[config.mk]
export PLATFORM = sky130hd
export DESIGN_NAME = bfe_queue
export DESIGN_NICKNAME = d
export VERILOG_FILES = /design/src/rtl/core/bfe_pkg.sv /design/src/rtl/core/bfe_queue.sv
export SDC_FILE = /design/constraint.sdc
export NUM_CORES = 1
export LEC_CHECK = 0
export ABC_AREA = 1
export BUFFER_PORTS_ARGS = -buffer_cell sky130_fd_sc_hd__buf_2
export CELL_PAD_IN_SITES_DETAIL_PLACEMENT = 1
export CELL_PAD_IN_SITES_GLOBAL_PLACEMENT = 1
export CORE_UTILIZATION = 36
export DETAILED_ROUTE_END_ITERATION = 16
export GPL_TIMING_DRIVEN = 0
export PLACE_DENSITY = 0.82
export SYNTH_ARGS = -nofsm -noshare
export SYNTH_HDL_FRONTEND = slang
export SYNTH_SLANG_ARGS = --single-unit
[constraint.sdc]
create_clock -name clk -period 1.33 [get_ports clk]
set_clock_uncertainty 0.1 [all_clocks]
set_input_delay 0.266 -clock clk [delete_from_list [all_inputs] [get_ports clk]]
set_output_delay 0.266 -clock clk [all_outputs]
set_load 0.005 [all_outputs]
[src/rtl/core/bfe_pkg.sv]
// Package for the Bloom filter engine: sizes, register indexes, job and status types
// and the MurmurHash3 constants and rotate helper. Depends on nothing.
package bfe_pkg;

  localparam int MAX_KEY_BYTES = 64;
  localparam int STORE_BYTES   = 1024;

  localparam int KEY_AW   = $clog2(MAX_KEY_BYTES);
  localparam int LEN_W    = $clog2(MAX_KEY_BYTES + 1);
  localparam int STORE_AW = $clog2(STORE_BYTES);
  localparam int NBITS_W  = $clog2(8 * STORE_BYTES + 1);
  localparam int FB_W     = 11;
  localparam int HC_W     = 5;
  localparam int CFG_W    = 11;
  localparam int CFG_IW   = 2;

  localparam logic [CFG_IW-1:0] REG_HASH_COUNT   = 2'd0;
  localparam logic [CFG_IW-1:0] REG_FILTER_BYTES = 2'd1;

  localparam logic [HC_W-1:0] HASH_COUNT_RESET   = 5'd7;
  localparam logic [FB_W-1:0] FILTER_BYTES_RESET = 11'd1024;

  localparam logic [31:0] MIX_C1 = 32'hcc9e2d51;
  localparam logic [31:0] MIX_C2 = 32'h1b873593;
  localparam logic [31:0] MIX_C3 = 32'h85ebca6b;
  localparam logic [31:0] MIX_C4 = 32'hc2b2ae35;
  localparam logic [31:0] MIX_ADD = 32'he6546b64;

  localparam logic ACT_ADD   = 1'b0;
  localparam logic ACT_QUERY = 1'b1;

  typedef struct packed {
    logic             action;
    logic [LEN_W-1:0] len;
    logic             overflow;
  } job_t;

  typedef struct packed {
    logic release_buf;
    logic clear_done;
  } back_status_t;

  function automatic logic [31:0] rotl(input logic [31:0] x, input int r);
    rotl = (x << r) | (x >> (32 - r));
  endfunction

endpackage

[src/rtl/core/bfe_queue.sv]
// Two-entry job queue between the front and back parts.
// Depends on bfe_pkg.
module bfe_queue import bfe_pkg::*; (
  input  logic clk,
  input  logic rst,
  input  logic push,
  input  job_t push_job,
  output logic full,
  input  logic pop,
  output logic not_empty,
  output job_t head
);

  job_t slots [2];
  logic wptr, rptr;
  logic [1:0] count;

  assign full = (count == 2'd2);
  assign not_empty = (count != 2'd0);
  assign head = slots[rptr];

  always_ff @(posedge clk) begin
    if (push) begin
      slots[wptr] <= push_job;
    end
  end

  always_ff @(posedge clk) begin
    if (rst) begin
      wptr <= 1'b0;
      rptr <= 1'b0;
      count <= 2'd0;
    end else begin
      if (push) wptr <= ~wptr;
      if (pop) rptr <= ~rptr;
      count <= count + {1'b0, push} - {1'b0, pop};
    end
  end

endmodule

==> run_results.csv <==
group,metric,value,unit
logic_synthesis,synth-compound-area-share,0.549,%
drt,wire_per_inst,13.4,µm
timing,setup_slack,-0.256,ns
final_layout,final_layout_size_suffix_gt1_share,59.1,%
critical_path,worst-path-max-fanout,5,
clock_tree,clkLatencyLatePin,0.30,ns
global_route,global_route_wire_length_before_repair,2.42,mm
hold_path,timing.hold.worst_endpoint,"slots[1][8]",
logic_synthesis,synth_cells,59,
logic_synthesis,synth_xor_area_share,0.962,%
critical_path,critical_path_required,0.96,ns
critical_path,critPathKind,"flip-flop to output pin",
power,static-leakage-power,0.511,nW
global_route,grt_max_degree,13,
logic_synthesis,netlist_area,911,µm²
timing,setup_violations,10,
global_route,via_count_of_the_first_global_routing_pass,572,
power,p_total,1.46,mW
logic_synthesis,ys_ff_latch,23,
hold_path,min_path_type,"input pin to flip-flop",
drt,detail_route.first_pass.iterations,3,
critical_path,worstPathCellList,"buf_6, mux2_4, buf_6",
final_layout,area_growth_syn_to_layout,32.6,%
critical_path,critical_path.most_common_cell,"buf_6",
global_route,globalRoute.totalOverflow,0,
logic_synthesis,synth.mux.area_fraction,14.8,%
floorplanning,fp.coreArea,2300,µm²
critical_path,end_kind,"output pin",
critical_path,reg2reg_slack,-0.01,ns
floorplanning,io-pin-count,24,
drt,antenna_violating_nets_post_route,0,
final_layout,diodes,0,
clock_tree,htree_levels,1,
job,cap_viol_max_count,0,
drt,drt_iter0_markers,5,
timing,number_of_failing_hold_endpoints_at_the_final_stage,0,
clock_tree,cts_num_sinks,23,
critical_path,worstReg2RegStart,"count[0]",
floorplanning,die_width,52.3,µm
clock_tree,tritoncts,"built",
power,vdd.ir_drop.worst,0.590,mV
logic_synthesis,synth_simple_gate_area_share,6.04,%
hold_path,whs_path_depth,1,
place,place_ws,-0.214,ns
logic_synthesis,synth_top_family_by_area,"multiplexers",
place,io_buffer_count,23,
timing,post-route-min-period,1.59,ns
hold_path,hp-start,"push_job[8]",
final_layout,fillCellCount,237,
clock_tree,clockRootBuffer,"clkbuf_4",
clock_tree,cts_buffers,3,
global_route,globalRouteTotalUtil,13.1,%
place,detailed_placer_s_ending_hpwl,1.06,mm
critical_path,critical-path-max-stage-delay,0.36,ns
floorplanning,die_height,52.3,µm
logic_synthesis,yosys.cell_types.count,12,
drt,routed-via-count,531,
floorplanning,die_area,2740,µm²
timing,worst_slew_pin_slew,0.492,ns
timing,rsz0062_at_grt,"true",
clock_tree,cts_max_path_bufs,2,
drt,route.detailed.drc,0,
floorplanning,initial_core_util,39.7,%
logic_synthesis,synthAdderAreaFrac,2.75,%
critical_path,worst_r2r_path_cells,8,
critical_path,critical_path.startpoint_type,"flip-flop",
critical_path,regToRegEndpoint,"count[1]",
critical_path,worst-endpoint-arrival,1.22,ns
timing,maxClockFrequency,631,MHz
global_route,antenna_found_initial,0,
critical_path,critical-path-slowest-cell,"dfxtp_2",
logic_synthesis,synth.net_count,74,
logic_synthesis,synth-warning-count,0,
place,gp_congestion,0.605,
timing,maxSlewViolCount,0,
drt,wl,1.56,mm
final_layout,finalNetCount,104,
floorplanning,fp-row-count,17,
run_status,status,"complete, but fails checks",
timing,layout_worst_path_cycle_share,119,%
logic_synthesis,syn_area_per_cell,15.4,µm²
run_status,failing_checks,"setup timing",
timing,slew_headroom,67.1,%
power,pwr_density_cell,1210,nW/µm²
logic_synthesis,synth_sequential_area_ratio,70.3,%
clock_tree,clock_slew_seen_by_the_registers_of_the_worst_setup_and_hold_paths,0.12,ns
drt,vias_per_cell,4.58,
## cell type report
class	count	area (µm²)	area share, %
Buffer	1	11.3	0.933
Multi-Input combinational cell	27	270	22.4
Sequential cell	23	644	53.4
Tap cell	28	35.0	2.90
Inverter	8	30.0	2.49
Timing Repair Buffer	25	190	15.8
Clock buffer	4	26.3	2.18
## critical path: cells and delay by family, from the launching register on
family | cells | cell delay (ns)
multiplexers | 1 | 0.31
flip-flops | 1 | 0.36
buffers and inverters | 2 | 0.24
## worst max-delay path by stage
stage,from,to,slack [ns],cells past startpoint
after floorplan,count[0],count[1],0.04,8
after global placement,push,slots[0][3],-0.15,3
after detailed placement,push,slots[0][6],-0.21,3
after CTS,flip-flop,head[6],-0.28,3
after global routing,flip-flop,head[4],-0.31,3
final,flip-flop,head[4],-0.26,3
## registers in the layout, summed over array words and instances, names as in the netlist, named ones only
register	count
wptr	1
slots	18
count	2
rptr	1
## stage by stage
step	utilization [%]	TNS [ns]	hold slack [ns]	cells	cell area [µm²]
after floorplan	-	0	0.237	59	911
after global placement	46.2	-1.41	0.356	110	1060
after detailed placement	46.2	-2.01	0.360	110	1060
after CTS	51.1	-2.43	0.0334	115	1170
after global routing	52.6	-2.76	0.0295	116	1210
final	52.6	-2.24	0.0461	116	1210
## power by group
group          switching, mW  total [mW]  internal, mW  leakage, nW
registers             0.0208       0.849         0.828        0.211
logic                  0.129       0.303         0.174        0.285
clock network          0.191       0.308         0.117       0.0150
## layer usage
layer  part of all wire, %  vias up  GRT usage [%]
li1                      -      259              -
met1                    41      249           12.6
met2                    51       19           24.3
met3                   5.4        4           2.90
met4                   2.7        0           9.21
met5                     0        -              0
## kinds of logic (layout without fill, tap and decap cells)
| logic type | Yosys count | in the layout |
|---|---|---|
| DFF | 23 | 23 |
| and+or+nand+nor | 14 | 14 |
| muxes | 9 | 9 |
| buffers and inverters | 9 | 38 |
| adders and majority gates | 2 | 2 |
| AOI/OAI and AO/OA | 1 | 1 |
| xor gates and xnor gates | 1 | 1 |
## timing repair
action | 4_1_cts | 5_1_grt
pin swaps | 4 | 3
hold buffers | 0 | 0
gates cloned | 1 | 0
setup buffers | 0 | 1
setup endpoints to repair | 19 | 12
gates resized for setup | 21 | 5
## cells in the final DEF (no fill, tap or decap), drive strengths merged
cell,instances
nor2,7
mux2,9
nand2,5
inv,8
dfxtp,5
xnor2,1
nor3,1
edfxtp,18
clkbuf,4
nand3,1
a21oi,1
buf,26
ha,2
## synthesized netlist by cell type
library cell   n  area (µm²)
a21oi_1        1        5.00
buf_6          1        11.3
dfxtp_1        5         100
edfxtp_1      18         541
ha_1           2        25.0
inv_1          8        30.0
mux2_4         9         135
nand2_1        5        18.8
nand3_1        1        5.00
nor2_1         7        26.3
nor3_1         1        5.00
xnor2_1        1        8.76
(Power assumes the default switching activity.)
