--- src/rtl/core/bfe_pkg.sv ---
// Package for the Bloom filter engine: sizes, register indexes, job and status types
// and the MurmurHash3 constants and rotate helper. Depends on nothing.
package bfe_pkg;

  localparam int MAX_KEY_BYTES = 64;
  localparam int STORE_BYTES   = 1024;

  localparam int KEY_AW   = $clog2(MAX_KEY_BYTES);
  localparam int LEN_W    = $clog2(MAX_KEY_BYTES + 1);
  localparam int STORE_AW = $clog2(STORE_BYTES);
  localparam int NBITS_W  = $clog2(8 * STORE_BYTES + 1);
  localparam int FB_W     = 11;
  localparam int HC_W     = 5;
  localparam int CFG_W    = 11;
  localparam int CFG_IW   = 2;

  localparam logic [CFG_IW-1:0] REG_HASH_COUNT   = 2'd0;
  localparam logic [CFG_IW-1:0] REG_FILTER_BYTES = 2'd1;

  localparam logic [HC_W-1:0] HASH_COUNT_RESET   = 5'd7;
  localparam logic [FB_W-1:0] FILTER_BYTES_RESET = 11'd1024;

  localparam logic [31:0] MIX_C1 = 32'hcc9e2d51;
  localparam logic [31:0] MIX_C2 = 32'h1b873593;
  localparam logic [31:0] MIX_C3 = 32'h85ebca6b;
  localparam logic [31:0] MIX_C4 = 32'hc2b2ae35;
  localparam logic [31:0] MIX_ADD = 32'he6546b64;

  localparam logic ACT_ADD   = 1'b0;
  localparam logic ACT_QUERY = 1'b1;

  typedef struct packed {
    logic             action;
    logic [LEN_W-1:0] len;
    logic             overflow;
  } job_t;

  typedef struct packed {
    logic release_buf;
    logic clear_done;
  } back_status_t;

  function automatic logic [31:0] rotl(input logic [31:0] x, input int r);
    rotl = (x << r) | (x >> (32 - r));
  endfunction

endpackage

--- src/rtl/core/bfe_if.sv ---
// Channel interfaces of the Bloom filter engine: key bytes in, results out.
// Depends on nothing.
interface bfe_in_if;
  logic valid;
  logic ready;
  logic action;
  logic [7:0] key_byte;
  logic has_byte;
  logic last_byte;
  modport source (output valid, action, key_byte, has_byte, last_byte, input ready);
  modport sink (input valid, action, key_byte, has_byte, last_byte, output ready);
endinterface


--- src/rtl/core/bfe_front.sv ---
// Front part: takes key bytes, keeps the key buffer and queues one job per key.
// Depends on bfe_pkg and bfe_if.
module bfe_front import bfe_pkg::*; (
  input  logic              clk,
  input  logic              rst,
  bfe_in_if.sink            in_ch,
  input  logic              q_full,
  output logic              push,
  output job_t              push_job,
  input  back_status_t      status,
  input  logic [KEY_AW-1:0] key_raddr,
  output logic [7:0]        key_rdata
);

  logic [7:0] key_mem [MAX_KEY_BYTES];
  logic [LEN_W-1:0] len;
  logic overflow;
  logic busy;
  logic take;
  logic room;

  // The buffer is held by the back part until it has hashed the key.
  assign in_ch.ready = status.clear_done & ~busy & ~q_full;
  assign take = in_ch.valid & in_ch.ready;
  assign room = (len < LEN_W'(MAX_KEY_BYTES));

  assign push = take & in_ch.last_byte;
  assign push_job.action = in_ch.action;
  assign push_job.len = len + LEN_W'(in_ch.has_byte & room);
  assign push_job.overflow = overflow | (in_ch.has_byte & ~room);

  always_ff @(posedge clk) begin
    if (take && in_ch.has_byte && room) begin
      key_mem[len[KEY_AW-1:0]] <= in_ch.key_byte;
    end
    key_rdata <= key_mem[key_raddr];
  end

  always_ff @(posedge clk) begin
    if (rst) begin
      len <= '0;
      overflow <= 1'b0;
      busy <= 1'b0;
    end else begin
      if (take) begin
        if (in_ch.last_byte) begin
          len <= '0;
          overflow <= 1'b0;
        end else if (in_ch.has_byte) begin
          if (room) len <= len + 1'b1;
          else overflow <= 1'b1;
        end
      end
      if (push) busy <= 1'b1;
      else if (status.release_buf) busy <= 1'b0;
    end
  end

endmodule

--- src/flat_wrapper.sv ---
// flat-port wrapper written by rule: the top's interface ports become plain ports
module bfe_front_flat import bfe_pkg::*;
  (clk, rst, q_full, push, push_job, status, key_raddr, key_rdata, in_ch_valid, in_ch_action, in_ch_key_byte, in_ch_has_byte, in_ch_last_byte, in_ch_ready);
  bfe_in_if in_ch_i ();
  input  logic clk;
  input  logic rst;
  input  logic q_full;
  output logic push;
  output job_t push_job;
  input  back_status_t status;
  input  logic [KEY_AW-1:0] key_raddr;
  output logic [7:0] key_rdata;
  input wire logic [$bits(in_ch_i.valid)-1:0] in_ch_valid;
  input wire logic [$bits(in_ch_i.action)-1:0] in_ch_action;
  input wire logic [$bits(in_ch_i.key_byte)-1:0] in_ch_key_byte;
  input wire logic [$bits(in_ch_i.has_byte)-1:0] in_ch_has_byte;
  input wire logic [$bits(in_ch_i.last_byte)-1:0] in_ch_last_byte;
  output wire logic [$bits(in_ch_i.ready)-1:0] in_ch_ready;
  assign in_ch_i.valid = in_ch_valid;
  assign in_ch_i.action = in_ch_action;
  assign in_ch_i.key_byte = in_ch_key_byte;
  assign in_ch_i.has_byte = in_ch_has_byte;
  assign in_ch_i.last_byte = in_ch_last_byte;
  assign in_ch_ready = in_ch_i.ready;
  bfe_front u_core (.clk(clk), .rst(rst), .in_ch(in_ch_i), .q_full(q_full), .push(push), .push_job(push_job), .status(status), .key_raddr(key_raddr), .key_rdata(key_rdata));
endmodule
--- config.mk ---
export PLATFORM = sky130hd
export DESIGN_NAME = bfe_front_flat
export DESIGN_NICKNAME = d
export VERILOG_FILES = /design/src/rtl/core/bfe_pkg.sv /design/src/rtl/core/bfe_if.sv /design/src/rtl/core/bfe_front.sv /design/src/flat_wrapper.sv
export SDC_FILE = /design/constraint.sdc
export NUM_CORES = 1
export LEC_CHECK = 0
export BUFFER_PORTS_ARGS = -buffer_cell sky130_fd_sc_hd__buf_4
export CAP_MARGIN = 15
export CORE_AREA = 2 2 186 188
export CTS_CLUSTER_DIAMETER = 100
export CTS_CLUSTER_SIZE = 8
export DETAILED_ROUTE_END_ITERATION = 8
export DIE_AREA = 0 0 188 190
export PLACE_DENSITY = 0.76
export SKIP_LAST_GASP = 1
export SLEW_MARGIN = 40
export SYNTH_ARGS = -nofsm -noshare
export SYNTH_HDL_FRONTEND = slang
export SYNTH_SLANG_ARGS = --single-unit
--- constraint.sdc ---
create_clock -name clk -period 2.9 [get_ports clk]
set_input_delay 0.145 -clock clk [delete_from_list [all_inputs] [get_ports clk]]
set_output_delay 0.145 -clock clk [all_outputs]
set_load 0.02 [all_outputs]
==> results by group <==
Die
  – Die span in y: 190 um
  – Die area: 35700 um^2
  – # IOs: 42
  – Initial Util: 60.7%
  – Row count: 68
  – Core area: 33900 um^2
  – Die W: 188 um

Min path
  – Hold Path Stages: 4
  – Worst hold path type: input port to register
  – Hold path start: key_raddr[3]
  – Worst Hold End: u_core.key_rdata[6]$_DFF_P_

Place
  – Post-place instance area: 21900 um^2
  – PortBufs: 39
  – GPL Wtd Cong: 0.867
  – Post-DP HPWL: 26000 um

Setup path
  – Critical path arrival: 2.67 ns
  – CP max FO: 8
  – Worst reg2reg path depth: 7
  – Worst-path cell chain: and4bb_1 > and2_1 > nor2b_1 > nand2_1 > buf_4 > nor2_1 > buf_4
  – Cell mode on critical path: buf_4
  – Delay of the slowest cell on the worst path: 0.41 ns
  – Reg-to-reg endpoint: u_core.key_mem[16][1]$_DFFE_PP_
  – Worst reg2reg setup slack: 0.50 ns
  – Critical path class: register to register
  – Slowest CP cell: nand2_1
  – Critical Path Sink Type: register
  – CP Launch Type: register
  – Critical Path RT: 3.17 ns
  – Reg2Reg Launch Point: u_core.busy$_SDFFE_PP0P_

Drt
  – Vias: 10600
  – Vias per cell: 6.43
  – First-pass iteration count of the detailed router: 5
  – # DRC: 0
  – WL final: 45500 um
  – First-iteration detailed-routing DRC count: 1347
  – Final ANT Viol Nets: 0
  – DR WL/cell: 27.6 um

GRT
  – Largest net degree at the start of global routing: 65
  – GRT overflow: 0
  – Antenna violations before repair: 0
  – Vias in the first global route: 10900
  – Total track usage: 26.5%
  – First-pass GRT wire length: 68500 um

Yosys
  – Mapped cell area: 20600 um^2
  – Synth cell types: 49
  – Syn Inst Count: 1000
  – Syn nets: 1026
  – Ys flop type: edfxtp_1
  – Top-area cell type share of the netlist area: 74.6%
  – Area leader, netlist: edfxtp_1
  – Avg Cell Area, Syn: 20.6 um^2
  – Register area share after synthesis: 76.2%
  – Synth top area cells: edfxtp_1 (75%), mux4_2 (12%), mux4_1 (1.8%), nor2_1 (1.7%), dfxtp_1 (1.7%)
  – Ys async rst share: 0%
  – Yosys Warn Count: 0
  – Number of synthesized flops with an enable pin: 512
  – Post-synthesis sequential element count: 529

Timing
  – Hold Violations, Final: 0
  – Final TNS setup: 0 ns
  – Post-route minimum period: 2.40 ns
  – Slew @ Worst Pin: 0.756 ns
  – Final setup viols: 0
  – Final Max Tran Viols: 0
  – Clock skew: 0.0277 ns
  – RSZ-0062 raised after global routing: no
  – Final worst path period share: 82.7%
  – FMAX: 417 MHz
  – Relative slew slack: 49.5%

Final layout
  – Design area: 24100 um^2
  – Nets: 1185
  – Area Overhead vs Synth: 17.0%
  – Most common cell after layout, fill and taps aside: edfxtp_1
  – Most frequent cells in the layout: edfxtp_1 (512), buf_4 (121), mux4_2 (106)
  – ANT cells: 0
  – Layout cells sized above 1: 27.8%
  – Final Core Density: 71.1%

CTS
  – CTS tree: built
  – H-tree depth: 3
  – Clock Latency Late Sink: 0.59 ns
  – Post-CTS setup buffers: 0
  – Maximum clock path buffer count: 3
  – CTS Hold Bufs: 6
  – Num CTS Buffers: 76
  – Sink Count: 529
  – Root buf cell: clkbuf_16
  – Post-CTS sizing: 0
  – Clk slew on worst S/H paths: 0.05 ns

Job
  – Maxcap violations: 0

Pwr
  – Sequential Power Share: 49.5%
  – P per Cell Area: 706 nW/um^2
  – Clock Power Share: 46.3%
  – Switching share of power: 20.3%
  – Leakage: 7.99 nW
  – IR drop worst, VDD: 0.509 mV
  – P_int: 13.6 mW
  – Sw power: 3.46 mW
  – Logic gate share of total power: 4.3%

Outcome
  – Outcome: finished, final reports clean
-- metal layers --
metal	wire [um]	global-route usage, %	vias up
met5	0	0	-
met4	1940	12.3	0
met1	17400	35.2	5429
li1	-	-	4460
met3	4180	6.40	124
met2	22000	42.1	593
-- registers in the layout (all words and copies together), names as in the netlist --
signal and cells:
u_core.key_mem 512, u_core.overflow 1, u_core.key_rdata 8, u_core.busy 1, u_core.len 7
-- metrics by stage --
step	hold WS (ns)	instances	power, mW	setup WS (ns)
after floorplan	0.214	1000	8.97	0.883
after global placement	0.290	1530	9.27	0.650
after detailed placement	0.290	1530	9.28	0.570
after CTS	0.0716	1649	17.1	0.559
after global routing	0.145	1649	17.5	0.364
final	0.0944	1649	17.0	0.503
-- synthesized netlist by cell type (2+ instances only) --
| master | number |
|---|---|
| inv_1 | 2 |
| clkbuf_1 | 15 |
| dfxtp_1 | 17 |
| mux2i_1 | 27 |
| ha_1 | 3 |
| edfxtp_1 | 512 |
| nor2b_1 | 8 |
| mux4_2 | 106 |
| o21ai_0 | 9 |
| o221ai_1 | 11 |
| mux2_2 | 13 |
| a211o_1 | 5 |
| buf_2 | 16 |
| nand3_1 | 13 |
| buf_4 | 9 |
| nand3b_1 | 2 |
| a21oi_1 | 10 |
| xnor2_1 | 3 |
| buf_1 | 8 |
| a311oi_1 | 3 |
| and3_1 | 3 |
| buf_6 | 4 |
| o22ai_1 | 11 |
| a211oi_1 | 5 |
| and2_1 | 2 |
| nand2_1 | 27 |
| o31ai_1 | 2 |
| nand2b_1 | 4 |
| a22o_1 | 6 |
| a21o_1 | 2 |
| mux4_1 | 14 |
| a41oi_1 | 2 |
| xor2_1 | 5 |
| a31oi_1 | 3 |
| nor2_1 | 91 |
| nand4_1 | 3 |
| a22oi_1 | 4 |
| or3_1 | 4 |
| a221o_1 | 6 |
-- power by group through the flow --
stage	combinational, mW	sequential (mW)	clock [mW]
after floorplan	0.387	8.58	0
after global placement	0.701	8.57	0
after detailed placement	0.715	8.57	0
after CTS	0.729	8.43	7.97
after global routing	0.769	8.42	8.31
final	0.726	8.43	7.88
-- final cells by class --
type,count,area (um^2)
inverter,2,7.51
clock buffer,108,2060
multi-input combinational,416,4600
tap,455,569
fill,1947,9830
timing repair buffer,134,1100
sequential,529,15700
clock inverter,5,66.3
-- worst max-delay path: cells and delay by family, from the launching register on --
family	cells	cell delay, ns
AND/OR/NAND/NOR	5	1.31
flip-flops	1	0.32
buffers and inverters	2	0.47
-- worst max-delay path by stage --
| stage | start | depth (start not counted) | end |
|---|---|---|---|
| after floorplan | u_core.busy$_SDFFE_PP0P_ | 5 | u_core.key_mem[62][0]$_DFFE_PP_ |
| after global routing | u_core.busy$_SDFFE_PP0P_ | 6 | u_core.key_mem[32][4]$_DFFE_PP_ |
| after detailed placement | u_core.busy$_SDFFE_PP0P_ | 7 | u_core.key_mem[16][6]$_DFFE_PP_ |
| final | u_core.busy$_SDFFE_PP0P_ | 7 | u_core.key_mem[16][1]$_DFFE_PP_ |
| after CTS | u_core.busy$_SDFFE_PP0P_ | 7 | u_core.key_mem[16][1]$_DFFE_PP_ |
| after global placement | u_core.busy$_SDFFE_PP0P_ | 7 | u_core.key_mem[16][1]$_DFFE_PP_ |
-- logic make-up (layout without fill, tap and decap cells) --
group / count (synthesis) / after routing / synth area share [%]
DFF: 529 / 529 / 76.2
and+or+nand+nor: 163 / 163 / 3.50
muxes: 160 / 160 / 15.4
AOI/OAI and AO/OA: 82 / 82 / 2.90
buffers and inverters: 55 / 249 / 1.49
xor gates and xnor gates: 8 / 8 / 0.340
adders and majority gates: 3 / 3 / 0.182
Power figures use the tool's default switching activity.
